===== src/sv/lmws_pkg.sv =====
`default_nettype none
package lmws_pkg;

    // Fixed field widths of the request and result channels.
    localparam int KIND_W   = 2;
    localparam int ROW_W    = 4;
    localparam int COL_W    = 5;
    localparam int PIX_W    = 24;
    localparam int DIR_W    = 2;
    localparam int STEP_W   = 16;
    localparam int ROWS_W   = 5;
    localparam int COLS_W   = 6;
    localparam int LIMIT_W  = 16;
    localparam int ELAPSE_W = 17;
    localparam int CFG_IDX_W = 2;
    localparam int CFG_DAT_W = 16;

    localparam logic [KIND_W-1:0] KIND_WRITE = 2'd0;
    localparam logic [KIND_W-1:0] KIND_READ  = 2'd1;
    localparam logic [KIND_W-1:0] KIND_TICK  = 2'd2;
    localparam logic [KIND_W-1:0] KIND_FILL  = 2'd3;

    localparam logic [DIR_W-1:0] DIR_LEFT  = 2'd0;
    localparam logic [DIR_W-1:0] DIR_RIGHT = 2'd1;
    localparam logic [DIR_W-1:0] DIR_UP    = 2'd2;
    localparam logic [DIR_W-1:0] DIR_DOWN  = 2'd3;

    localparam logic [CFG_IDX_W-1:0] REG_ROWS  = 2'd0;
    localparam logic [CFG_IDX_W-1:0] REG_COLS  = 2'd1;
    localparam logic [CFG_IDX_W-1:0] REG_LIMIT = 2'd2;

    localparam logic [ROWS_W-1:0]   ROWS_RESET  = 5'd16;
    localparam logic [COLS_W-1:0]   COLS_RESET  = 6'd32;
    localparam logic [ELAPSE_W-1:0] ELAPSE_MAX  = 17'h1FFFF;

    // Source of a cell's next value.
    typedef enum logic [2:0] {
        SEL_HOLD,
        SEL_LOAD,
        SEL_NEXT_COL,
        SEL_PREV_COL,
        SEL_NEXT_ROW,
        SEL_PREV_ROW,
        SEL_WRAP
    } cell_sel_t;

endpackage
`default_nettype wire


===== src/sv/lmws_cell.sv =====
`default_nettype none
module lmws_cell
    import lmws_pkg::*;
#(
    parameter int PW = 24
)
(
    input  wire logic          clk,
    input  wire logic          rst_n,
    input  wire cell_sel_t     sel,
    input  wire logic [PW-1:0] load_data,
    input  wire logic [PW-1:0] next_col,
    input  wire logic [PW-1:0] prev_col,
    input  wire logic [PW-1:0] next_row,
    input  wire logic [PW-1:0] prev_row,
    input  wire logic [PW-1:0] wrap_data,
    output logic      [PW-1:0] value
);

    logic [PW-1:0] value_reg;
    logic [PW-1:0] value_next;

    always_comb
    begin
        unique case (sel)
            SEL_HOLD:     value_next = value_reg;
            SEL_LOAD:     value_next = load_data;
            SEL_NEXT_COL: value_next = next_col;
            SEL_PREV_COL: value_next = prev_col;
            SEL_NEXT_ROW: value_next = next_row;
            SEL_PREV_ROW: value_next = prev_row;
            SEL_WRAP:     value_next = wrap_data;
            default:      value_next = value_reg;
        endcase
    end

    always_ff @(posedge clk or negedge rst_n)
    begin
        if (!rst_n)
            value_reg <= '0;
        else
            value_reg <= value_next;
    end

    assign value = value_reg;

endmodule
`default_nettype wire


===== config.mk =====
export PLATFORM = sky130hd
export DESIGN_NAME = lmws_cell
export DESIGN_NICKNAME = d
export VERILOG_FILES = /design/src/sv/lmws_pkg.sv /design/src/sv/lmws_cell.sv
export SDC_FILE = /design/constraint.sdc
export NUM_CORES = 1
export LEC_CHECK = 0
export BUFFER_PORTS_ARGS = -buffer_cell sky130_fd_sc_hd__buf_4
export CORE_MARGIN = 8
export CORE_UTILIZATION = 46
export CTS_CLUSTER_SIZE = 28
export DETAILED_ROUTE_END_ITERATION = 10
export PLACE_DENSITY = 0.85
export SLEW_MARGIN = 20
export SYNTH_ARGS = -nofsm -noshare
export SYNTH_HDL_FRONTEND = slang
export SYNTH_SLANG_ARGS = --single-unit
export TNS_END_PERCENT = 30

===== constraint.sdc =====
create_clock -name clk -period 1.8 [get_ports clk]
set_input_delay 0.36 -clock clk [delete_from_list [all_inputs] [get_ports clk]]
set_output_delay 0.36 -clock clk [all_outputs]
set_load 0.02 [all_outputs]

==> reports/metrics.cfg, run 1 <==
[timing]
layout_worst_path_cycle_share=0.905
fin_skew_ns=0
grt_setup_unrepaired=no
hold_viol_final=0
worst_pin_slew_ns=0.522
fmaxAchievable_ghz=0.614
finalSetupViolations=0
drv_slew=0
slew_headroom=0.652
finalCriticalPeriod_ns=1.63

[place]
routabilityCongestion=0.892
place.port_buffers=172
place_hpwl_mm=8.34
dp_cells=534
dpl-instance-area_mm2=0.00410

[pwr]
p_clk_frac=0.180
p_leak_uw=0.00175
p_int_uw=1370
comb_power_share=0.495
p_per_area_mw_per_mm2=502
total_power_uw=2090
pwr-share-seq=0.325
ir_drop_mv=0.302
sw_frac_of_total=0.345
switchingPower_uw=720

[run]
maxCapViolations=0

[die]
num_rows=28
pin_count=173
core_mm2=0.00589
chipHeight_um=93.6
start_util=0.471
dieArea_mm2=0.00877
die-width_um=93.6

[yosys]
synthDistinctLibCells=33
avgSynthCellArea_um2=8.66
synth_area_mm2=0.00277
yosys_warnings=0
yosysSeqAreaShare=0.217
ys.flop_type=dfrtp_1
syn-num-nets=469
synthCells=320
ys_ff_latch=24
synth_edf_count=0
synthArstFlopShare=1.00

[cells_and_area]
drive_above_1_share=0.446
area.growth.synth_to_final_pct=50.2
fin_cells=539
seq_area_um2=601
multi_input_area_mm2=0.00190
num-nets-final=614
largest_reg_flops=24
num_antenna_cells=0
fin_area_mm2=0.00416
nFillCells=489

[routing]
ant_nets=0
drtIter0Drc=287
drt_first_pass_iters=4
drcViolationCount=0
routed_wl_mm=10.7
vias_per_cell=6.10
routedWlPerCell_um=19.9
vias=3286

[worst_setup_path]
reg2reg_slack_ns=0.80
r2r_cells=3
r2r-start=value[10]
worstSetupPathType=input pin to flip-flop
worstSetupStartpointType=input pin
path_max_fanout=66
cp.required_ns=1.99
r2r-end=value[10]
cp_data_arrival_time_ns=1.81
endpoint_kind=flip-flop

[global_route]
grt_overflow=0
grt_usage=0.231
grt_pass1_wl_mm=16.4
grt_antenna_before_repair=0
grt_max_degree=67
grt_pass1_vias=3235

[run_status]
status=complete, no violations

[hold_path]
hold_depth=3
hold_path_end=value[10]
hp-class=input pin to flip-flop
hp-start=load_data[10]

[clocking]
cts_buffers=3
clk_latency_ns=0.27
post-cts-setup-buffer-count=0
cts_tree=yes
cts.sinks=24
cts_root_buf=clkbuf_8
clk_pin_slew_ns=0.09
cts.path.max_buffers=2
htree_levels=1

-- kinds of logic (layout without fill, tap and decap cells) --
family	Yosys count	count (layout)	synth area share
compound gates	99	99	0.307
buf+inv	48	192	0.0979
flops	24	24	0.217
simple gates	149	149	0.379
-- layout by cell type, fill, tap and decap left out --
cell and count:
a21boi_0 1, a221oi_1 12, a221oi_2 12, a2bb2oi_1 2, a31o_2 1, a32o_1 2, buf_12 8, buf_4 179
clkbuf_8 4, dfrtp_1 24, dlygate4sd3_1 1, nand2_1 4, nand2b_1 6, nand3_1 1, nand3b_1 1, nand4_1 1
nor2_1 27, nor2b_1 22, nor2b_4 1, nor3b_1 21, nor4b_1 21, nor4bb_1 21, o211a_1 1, o211ai_1 21
o21ai_0 2, o22ai_1 24, o31a_1 21, or2_2 1, or3_1 1, or4_1 20, or4_4 1
-- worst max-delay path by stage --
stage                 from  cells after the start         to  slack (ns)
finish              sel[0]                      5   value[2]        0.17
global route        sel[0]                      4  value[13]        0.01
CTS                 sel[0]                      5   value[2]        0.17
detailed placement  sel[0]                      5   value[2]       -0.12
global placement    sel[0]                      4  value[13]       -0.07
floorplan           sel[1]                      5   value[0]        0.21
-- synth_stat cells (all sizes together) (2+ instances only) --
| cell type | n | area (µm²) |
|---|---|---|
| clkbuf | 13 | 50.0 |
| nor2 | 27 | 101 |
| nor4bb | 21 | 210 |
| o21ai | 2 | 10.0 |
| nor3b | 21 | 158 |
| nand2b | 6 | 37.5 |
| a221oi | 24 | 285 |
| o22ai | 24 | 150 |
| nor4b | 21 | 184 |
| or4 | 21 | 161 |
| a2bb2oi | 2 | 17.5 |
| dfrtp | 24 | 601 |
| buf | 35 | 221 |
| nor2b | 23 | 151 |
| o211ai | 21 | 158 |
| a32o | 2 | 20.0 |
| nand2 | 4 | 15.0 |
| o31a | 21 | 184 |
-- cell type report --
type	count	share of cell area
multi-input combinational	248	0.456
timing repair buffer	188	0.364
sequential	24	0.144
tap	75	0.0225
clock buffer	4	0.0132
-- metrics by stage --
step	worst slack (ns)	util	setup TNS (ns)	hold WS, ns
CTS	0.172	0.707	0	0.419
detailed placement	-0.116	0.696	-1.25	0.278
global route	0.0149	0.707	0	0.434
floorplan	0.215	-	0	0.0644
finish	0.172	0.707	0	0.422
global placement	-0.0726	0.696	-0.420	0.277
-- routing by layer --
| metal | track usage | vias to the layer above | part of all wire |
|---|---|---|---|
| met1 | 0.312 | 1528 | 0.41 |
| met5 | 0 | - | 0 |
| li1 | - | 1579 | - |
| met2 | 0.347 | 157 | 0.46 |
| met4 | 0.0978 | 0 | 0.034 |
| met3 | 0.0497 | 22 | 0.090 |
-- power groups by stage --
stage,combinational (µW),sequential [µW],clock [µW]
finish,1030,678,377
global placement,1010,685,0
CTS,1030,678,376
detailed placement,1030,689,0
global route,1100,691,395
floorplan,437,773,0
-- repair_timing --
action                                 4_1_cts  5_1_grt
hold buffers                                 1        0
gates resized for setup                      0        0
endpoints found under the hold margin       24        0
-- worst max-delay path, cell delays in order --
cell and delay [ns]:
buf_4 0.28, buf_4 0.25, nor4bb_1 0.14, or4_4 0.52, a221oi_2 0.25
Note: power is estimated with default switching activity, not from simulation.
==> run 2: changes to the inputs <==
--- a/config.mk
+++ b/config.mk
@@ -6,7 +6,7 @@
 export NUM_CORES = 1
 export LEC_CHECK = 0
 export BUFFER_PORTS_ARGS = -buffer_cell sky130_fd_sc_hd__buf_4
-export CORE_MARGIN = 8
+export CORE_MARGIN = 2
 export CORE_UTILIZATION = 46
 export CTS_CLUSTER_SIZE = 28
 export DETAILED_ROUTE_END_ITERATION = 10
==> run 2 against run 1 <==
Compared with the run above:
- sequential power hardly changed
- clock-buffer cell count is 1 lower
- clock skew stayed put
- power is 2.6% lower
- critical path type unchanged
- critical endpoint is now value[17]
- highest routed layer unchanged
==> reports/metrics.cfg, run 2 (synthesis gave the netlist of run 1 again) <==
[die]
die-width_um=81.6
start_util=0.471
dieArea_mm2=0.00666
num_rows=28
core_mm2=0.00589
chipHeight_um=81.6
pin_count=173

[global_route]
grt_usage=0.277
grt_pass1_vias=2884
grt_antenna_before_repair=0
grt_max_degree=69
grt_pass1_wl_mm=14.3
grt_overflow=0

[pwr]
p_clk_frac=0.159
switchingPower_uw=710
pwr-share-seq=0.334
p_int_uw=1330
sw_frac_of_total=0.349
p_leak_uw=0.00176
p_per_area_mw_per_mm2=489
total_power_uw=2040
comb_power_share=0.507
ir_drop_mv=0.297

[worst_setup_path]
cp_cell_sequence=buf_4, buf_12, or2_2, o22ai_1, a221oi_1
cp.buffers_inverters=2
path_max_fanout=55
cp_slowest_stage_delay_ns=0.46
endpoint_kind=flip-flop
cpLargestDelayFamily=buffers and inverters
cp.depth=5
cp.required_ns=1.96
r2r_cells=3
worstSetupPathType=input pin to flip-flop
cp_data_arrival_time_ns=1.74
crit_slowest_cell=or2_2
worstSetupStartpointType=input pin

[cells_and_area]
drive_above_1_share=0.451
final_cell_mix=buf_4, nor2_1, o22ai_1, dfrtp_1, nor2b_1
nFillCells=476
multi_input_area_mm2=0.00190
num-nets-final=619
num_antenna_cells=0
final_core_util=0.708
area.growth.synth_to_final_pct=50.3
largest_reg_flops=24
seq_area_um2=601
fin_area_mm2=0.00417
final_common_cell=buf_4

[timing]
grt_setup_unrepaired=no
finalSetupViolations=0
hold_viol_final=0
finalWorstSetupSlack_ns=0.220
tns_ns=0
drv_slew=0
slew_headroom=0.685
layout_worst_path_cycle_share=0.878
fin_skew_ns=0
finalCriticalPeriod_ns=1.58
worst_pin_slew_ns=0.472
fmaxAchievable_ghz=0.633

[hold_path]
hold_depth=3
hp-class=input pin to flip-flop

[routing]
ant_nets=0
vias_per_cell=6.13
drtIter0Drc=252
drcViolationCount=0
routed_wl_mm=9.70
vias=3329
drt_first_pass_iters=5
routedWlPerCell_um=17.9

[clocking]
clk_latency_ns=0.27
cts.path.max_buffers=2
cts.sinks=24
post-cts-setup-buffer-count=0
cts_buffers=3
cts_tree=yes
htree_levels=1
clk_pin_slew_ns=0.09
cts_root_buf=clkbuf_8

[place]
place.port_buffers=172
place_hpwl_mm=7.44
dpl-instance-area_mm2=0.00411
preCtsSetupSlack_ns=-0.160
routabilityCongestion=0.851

[run]
maxCapViolations=0

[run_status]
status=complete, no violations

run 2: cell types whose count changed in the layout (fill, tap and decap cells not counted):
cell,before,now
buf_4,179,185
buf_12,8,6
buf_6,0,1
clkbuf_8,4,3
run 2: path summary, 6_finish.rpt:
kind | start | to | slack, ns
setup / recovery | sel[1] | value[17] | 0.22
hold / removal | load_data[11] | value[11] | 0.42
setup reg to reg | value[10] | value[10] | 0.75
hold reg to reg | value[18] | value[18] | 0.60
max in group asynchronous | rst_n | value[20] | 1.03
min in group asynchronous | rst_n | value[7] | 0.52
run 2: tightest hold or removal path, cell delays in order:
cell and delay, ns:
buf_4 0.11, o22ai_1 0.10, a221oi_1 0.09
run 2: timing repair:
item / in CTS / in global routing
setup endpoints to repair: 0 / 1
endpoints found under the hold margin: 24 / 0
hold buffers: 1 / 0
resized for setup: 0 / 1
run 2: layout make-up:
type,instances,share of cell area
clock buffers,3,0.00991
multi-input cells,248,0.456
flip-flops and latches,24,0.144
well taps,75,0.0225
repair buffers,193,0.367
run 2: power groups by stage:
stage	Sequential [µW]	Clock [µW]	Combinational, µW
4_1_cts	679	322	1030
3_3_place_gp	687	0	1010
2_1_floorplan	773	0	437
5_1_grt	690	342	1100
6_report	680	324	1030
3_5_place_dp	690	0	1020
run 2: per-stage QoR:
step           instances  hold WS [ns]
2_1_floorplan        320        0.0644
6_report             543         0.423
5_1_grt              543         0.445
3_3_place_gp         539         0.279
4_1_cts              543         0.427
3_5_place_dp         539         0.277
run 2: per-layer routing:
layer  wire [µm]  GRT usage  vias to the layer above  part of all wire
met2        4550      0.448                      168              0.47
met5           0          0                        -                 0
met4         166     0.0767                        0             0.017
met1        4080      0.390                     1556              0.42
met3         906     0.0363                       13             0.093
li1            -          -                     1592                 -
